### src/design/assert_macros.svh
// Assertion macros shared by the design files.
// Depends on nothing; the bodies compile away when SYNTHESIS is defined.
`ifndef ASSERT_MACROS_SVH
`define ASSERT_MACROS_SVH

`ifndef SYNTHESIS

// Property holds at every clock edge outside reset.
`define RHRB_ASSERT(label, clk, rst, prop) \
  label: assert property (@(posedge clk) disable iff (rst) (prop)) \
    else $error("assertion failed");

// Consequent holds in the cycle after the antecedent.
`define RHRB_ASSERT_NEXT(label, clk, rst, ante, cons) \
  label: assert property (@(posedge clk) disable iff (rst) (ante) |=> (cons)) \
    else $error("assertion failed");

`else

`define RHRB_ASSERT(label, clk, rst, prop)
`define RHRB_ASSERT_NEXT(label, clk, rst, ante, cons)

`endif

`endif

### src/design/rhrb_pkg.sv
// Shared constants, codes and interface structs of the rewind history buffer.
// Depends on nothing.
package rhrb_pkg;

  localparam int DEPTH   = 128;                 // ring depth, power of two
  localparam int ADDR_W  = $clog2(DEPTH);
  localparam int CNT_W   = $clog2(DEPTH + 1);
  localparam int WORD_W  = 32;
  localparam int NUM_WORDS = 8;
  localparam int SNAP_W  = WORD_W * NUM_WORDS;
  localparam int POS_W   = WORD_W * 3;          // position words sit in the low bits
  localparam int ACT_W   = 2;

  localparam logic [ACT_W-1:0] ACT_RECORD  = 2'd0;
  localparam logic [ACT_W-1:0] ACT_FULL    = 2'd1;
  localparam logic [ACT_W-1:0] ACT_PARTIAL = 2'd2;

  typedef struct packed {
    logic              wr_en;
    logic [ADDR_W-1:0] wr_addr;
    logic              rd_en;
    logic [ADDR_W-1:0] rd_addr;
  } mem_req_t;

  typedef struct packed {
    logic             valid;
    logic [ACT_W-1:0] action;
  } rsp_t;

  typedef struct packed {
    logic [CNT_W-1:0] fill;
    logic [CNT_W-1:0] offset;
  } status_t;

endpackage

### src/design/rhrb_ctrl.sv
// Ring control: write pointer, fill count, playback offset and the request sequencer.
// Depends on rhrb_pkg.
module rhrb_ctrl (
  input  logic               clk,
  input  logic               rst,
  input  logic               in_valid,
  output logic               in_ready,
  input  logic               held,
  output rhrb_pkg::mem_req_t mem_req,
  output rhrb_pkg::rsp_t     rsp,
  input  logic               rsp_ready,
  output rhrb_pkg::status_t  status
);

  localparam logic S_IDLE = 1'b0;
  localparam logic S_RESP = 1'b1;

  logic                           state, state_next;
  logic [rhrb_pkg::ADDR_W-1:0]    wp, wp_next;
  logic [rhrb_pkg::CNT_W-1:0]     fill, fill_next;
  logic [rhrb_pkg::CNT_W-1:0]     offset, offset_next;
  logic [rhrb_pkg::ACT_W-1:0]     action, action_next;
  logic [rhrb_pkg::CNT_W-1:0]     offset_up;
  logic [rhrb_pkg::CNT_W-1:0]     offset_down;
  logic                           accept;

  assign in_ready = (state == S_IDLE);
  assign accept   = in_valid && in_ready;

  assign offset_up   = offset + rhrb_pkg::CNT_W'(fill > offset);
  assign offset_down = offset - rhrb_pkg::CNT_W'(1);

  always_comb begin
    state_next      = state;
    wp_next         = wp;
    fill_next       = fill;
    offset_next     = offset;
    action_next     = action;
    mem_req         = '0;
    mem_req.wr_addr = wp;
    unique case (state)
      S_IDLE: begin
        if (accept) begin
          state_next = S_RESP;
          if (held && (fill != '0)) begin
            // Step back; full depth wraps onto the oldest entry.
            offset_next     = offset_up;
            action_next     = rhrb_pkg::ACT_FULL;
            mem_req.rd_en   = 1'b1;
            mem_req.rd_addr = wp - offset_up[rhrb_pkg::ADDR_W-1:0];
          end else if ((offset != '0) && (offset_down != '0)) begin
            offset_next     = offset_down;
            action_next     = rhrb_pkg::ACT_PARTIAL;
            mem_req.rd_en   = 1'b1;
            mem_req.rd_addr = wp - offset_down[rhrb_pkg::ADDR_W-1:0];
          end else begin
            offset_next   = '0;
            action_next   = rhrb_pkg::ACT_RECORD;
            mem_req.wr_en = 1'b1;
            wp_next       = wp + rhrb_pkg::ADDR_W'(1);
            fill_next     = fill +
                            rhrb_pkg::CNT_W'(fill != rhrb_pkg::CNT_W'(rhrb_pkg::DEPTH));
          end
        end
      end
      S_RESP: begin
        if (rsp_ready) begin
          state_next = S_IDLE;
        end
      end
      default: state_next = S_IDLE;
    endcase
  end

  always_ff @(posedge clk) begin
    if (rst) begin
      state  <= S_IDLE;
      wp     <= '0;
      fill   <= '0;
      offset <= '0;
    end else begin
      state  <= state_next;
      wp     <= wp_next;
      fill   <= fill_next;
      offset <= offset_next;
    end
  end

  always_ff @(posedge clk) begin
    action <= action_next;
  end

  assign rsp.valid     = (state == S_RESP);
  assign rsp.action    = action;
  assign status.fill   = fill;
  assign status.offset = offset;

endmodule

### config.mk
export PLATFORM = sky130hd
export DESIGN_NAME = rhrb_ctrl
export DESIGN_NICKNAME = d
export VERILOG_FILES = /design/src/design/assert_macros.svh /design/src/design/rhrb_pkg.sv /design/src/design/rhrb_ctrl.sv
export SDC_FILE = /design/constraint.sdc
export NUM_CORES = 1
export LEC_CHECK = 0
export BUFFER_PORTS_ARGS = -buffer_cell sky130_fd_sc_hd__buf_4
export CORE_MARGIN = 2
export CORE_UTILIZATION = 57
export DETAILED_ROUTE_END_ITERATION = 6
export PLACE_DENSITY = 0.81
export SLEW_MARGIN = 0
export SYNTH_ARGS = -nofsm -noshare
export SYNTH_HDL_FRONTEND = slang
export SYNTH_SLANG_ARGS = --single-unit
### constraint.sdc
create_clock -name clk -period 5.94 [get_ports clk]
set_input_delay 1.188 -clock clk [delete_from_list [all_inputs] [get_ports clk]]
set_output_delay 1.188 -clock clk [all_outputs]
set_load 0.01 [all_outputs]
==> run_results.csv <==
group,metric,value,unit
floorplanning,die_y,67.7,um
routing,route.detailed.drc,0,
timing,setup_viol,0,
power_and_ir_drop,seqPwrFrac,0.246,
clock_tree,clk_latency,0.28,ns
clock_tree,cts_htree_levels,1,
routing,drt_pass1_iterations,4,
setup_path,critPathBufInv,3,
setup_path,path_cells,"inv_1, ha_1, nor2b_1, o21a_1, o21ai_0, nand2b_1, a21oi_1, o21ai_0, o31a_1, ha_1, ha_1, inv_1, fa_1, maj3_2, maj3_1, maj3_1, a21oi_2, xnor2_1, o21ai_1, buf_4",
timing,post-route-period-util,0.953,
global_routing,antenna_found_initial,0,
setup_path,r2r_slack,2.79,ns
setup_path,critPathRequiredTime,4.75,ns
timing,fin_ws,0.279,ns
placement,dp_hpwl,4190,um
final_layout,num_antenna_cells,0,
final_layout,post-route-util,0.674,
setup_path,worstPathArrival,4.47,ns
routing,wl,5550,um
floorplanning,pin_count,41,
timing,maxSlewViolCount,0,
routing,vias,2088,
power_and_ir_drop,powerDensity,350,mW/mm^2
timing,skew,0.0110,ns
setup_path,r2r-end,"offset[4]$_SDFFE_PP0P_",
synthesis,syn-cell-area,0.00231,sq mm
synthesis,synth-edff-count,2,
synthesis,yosysWarnings,0,
min_path,hold_path.class,"reg2reg",
synthesis,async_flop_share,0,
floorplanning,coreArea,0.00394,sq mm
setup_path,crit_top_cell,"ha_1",
clock_tree,cts_hold_buf,0,
placement,port_buffers,40,
final_layout,n_fill_cell,364,
power_and_ir_drop,p_sw_frac,0.446,
clock_tree,root_buffer,"clkbuf_8",
timing,hold_violations,0,
clock_tree,numCtsBuffers,3,
placement,pre_cts_slack,0.445,ns
timing,fin_crit,5.66,ns
final_layout,drive_gt1_frac,0.180,
clock_tree,clk_pin_slew,0.10,ns
flow_run,cap_violations,0,
clock_tree,cts_sinks,26,
power_and_ir_drop,clkPwrFrac,0.114,
global_routing,grt_pass1_wl,8850,um
timing,setup_tns,0,ns
synthesis,syn_inst,286,
timing,slew_headroom,0.478,
synthesis,synth_area_per_cell,8.09,sq um
floorplanning,die-width,67.7,um
global_routing,grt_max_degree,25,
setup_path,endpoint_kind,"output pin",
setup_path,start_kind,"register",
global_routing,overflow,0,
setup_path,r2r_cells,17,
global_routing,grt_pass1_vias,1786,
final_layout,area_growth,14.8,%
routing,viasPerCell,5.70,
floorplanning,rows,23,
timing,holdWs,0.520,ns
synthesis,yosys_register_bits,26,
synthesis,synthTopCellsByArea,"dfxtp_1 (21%), ha_1 (15%), xnor2_1 (8.3%), nor2_1 (6.6%), xor2_1 (4.9%)",
timing,rsz0062_at_grt,"no",
synthesis,synth_top_area_cell,"dfxtp_1",
power_and_ir_drop,peakVddDrop,0.188,mV
final_layout,nets,351,
global_routing,gr-usage-all-layers,0.255,
synthesis,syn_nets,320,
floorplanning,start_util,0.587,
routing,routedWlPerCell,15.2,um
power_and_ir_drop,power.share.combinational,0.639,
setup_path,critPathKind,"reg2out",
timing,worst_pin_slew,0.784,ns
setup_path,regToRegStartpoint,"offset[1]$_SDFFE_PP0P_",
synthesis,synth_top_area_share,0.208,
setup_path,cp.depth,20,
final_layout,final_area,0.00266,sq mm
setup_path,critical-path-max-stage-delay,0.44,ns
synthesis,ys_seq_area_frac,0.234,
placement,gp_congestion,0.873,
setup_path,crit_start,"offset[1]$_SDFFE_PP0P_",
power_and_ir_drop,power.internal,0.000515,W
timing,fmax,177,MHz
power_and_ir_drop,p_leak,1.14,nW
clock_tree,cts.path.max_buffers,2,
setup_path,critical_path.max_fanout,8,
routing,antenna_left,0,
synthesis,yosys_most_used_dff,"dfxtp_1",
setup_path,cp_top_family,"adder cells",
routing,drt-initial-drc-count,133,
floorplanning,dieArea,0.00459,sq mm
placement,placed_area,0.00261,sq mm
clock_tree,cts_tree,"built",
setup_path,crit_slowest_cell,"fa_1",
setup_path,critPathCapture,"mem_req[6]",
run_status,status,"finished, final reports clean",
synthesis,ys_types,49,
power_and_ir_drop,p_sw,0.000414,W
clock_tree,cts_setup_buffers,0,
[what timing repair did]
| item | in CTS | in global routing |
|---|---|---|
| setup endpoints to repair | 0 | 1 |
| resized for setup | 0 | 3 |
| endpoints found under the hold margin | 0 | 0 |
[cell usage in the layout (no fill, tap or decap), types with 3 or more instances in the layout]
| cell | instances |
|---|---|
| xor2_1 | 13 |
| ha_1 | 27 |
| xnor2_1 | 22 |
| nand4_1 | 7 |
| a21oi_1 | 12 |
| o21ai_0 | 17 |
| dfxtp_1 | 22 |
| nand2_1 | 14 |
| buf_4 | 42 |
| mux2i_1 | 3 |
| inv_1 | 19 |
| clkbuf_8 | 3 |
| a22oi_1 | 3 |
| and3_1 | 6 |
| nand3_1 | 14 |
| nor2_1 | 41 |
| nor3_1 | 4 |
| maj3_1 | 3 |
| nand2b_1 | 3 |
[cell type report]
| type | instances | area, sq um | share of cell area |
|---|---|---|---|
| clock buffer | 4 | 45.0 | 0.0170 |
| tap | 50 | 62.6 | 0.0236 |
| multi-input combinational | 224 | 1610 | 0.607 |
| inverter | 20 | 75.1 | 0.0283 |
| sequential | 26 | 546 | 0.205 |
| timing repair buffer | 42 | 315 | 0.119 |
[worst min path at each step]
stage                             endpoint        startpoint  cells past startpoint  slack, ns
final                     state$_SDFF_PP0_  state$_SDFF_PP0_                      1       0.52
after global routing      state$_SDFF_PP0_  state$_SDFF_PP0_                      1       0.56
after CTS                 state$_SDFF_PP0_  state$_SDFF_PP0_                      1       0.52
after detailed placement  state$_SDFF_PP0_  state$_SDFF_PP0_                      1       0.50
after global placement    state$_SDFF_PP0_  state$_SDFF_PP0_                      1       0.49
after floorplan           state$_SDFF_PP0_  state$_SDFF_PP0_                      1       0.46
[metrics by stage]
| step | total power [W] | cells |
|---|---|---|
| after detailed placement | 0.000821 | 362 |
| after global placement | 0.000802 | 362 |
| after global routing | 0.00101 | 366 |
| after floorplan | 0.000666 | 286 |
| after CTS | 0.000928 | 366 |
| final | 0.000928 | 366 |
[synth_stat cells, types with 3 or more instances]
cell type,number
mux2i_1,3
inv_1,19
clkbuf_1,9
dfxtp_1,24
a21oi_1,12
a22oi_1,3
nand4_1,7
nand2_1,14
nand3_1,14
ha_1,27
nor3_1,4
o21ai_0,17
xor2_1,13
xnor2_1,22
nand2b_1,3
nor2_1,41
buf_2,3
maj3_1,3
and3_1,6
[state kept, by name, summed over array words and instances, names as in the netlist]
name	flops
offset	8
wp	7
state	1
action	2
fill	8
[power by group through the flow]
stage	clock network, W	logic, W	registers, W
floorplan	0	0.000440	0.000226
global placement	0	0.000572	0.000230
detailed placement	0	0.000589	0.000232
CTS	0.000108	0.000592	0.000228
global route	0.000115	0.000658	0.000232
finish	0.000106	0.000594	0.000229
[cell families after synthesis]
group	after synthesis	synth area share
XOR/XNOR	35	0.132
adder cells (fa/ha/maj)	33	0.181
buffers and inverters	36	0.0697
AND/OR/NAND/NOR	99	0.216
flip-flops	26	0.234
AO/OA/AOI/OAI	54	0.154
multiplexers	3	0.0130
[per-layer routing]
layer / track usage / vias to the layer above / wire length [um]
li1: - / 1061 / -
met1: 0.376 / 962 / 2710
met2: 0.390 / 60 / 2530
met3: 0.0333 / 5 / 274
met4: 0.0587 / 0 / 45
met5: 0 / - / 0
Power figures use the tool's default switching activity.
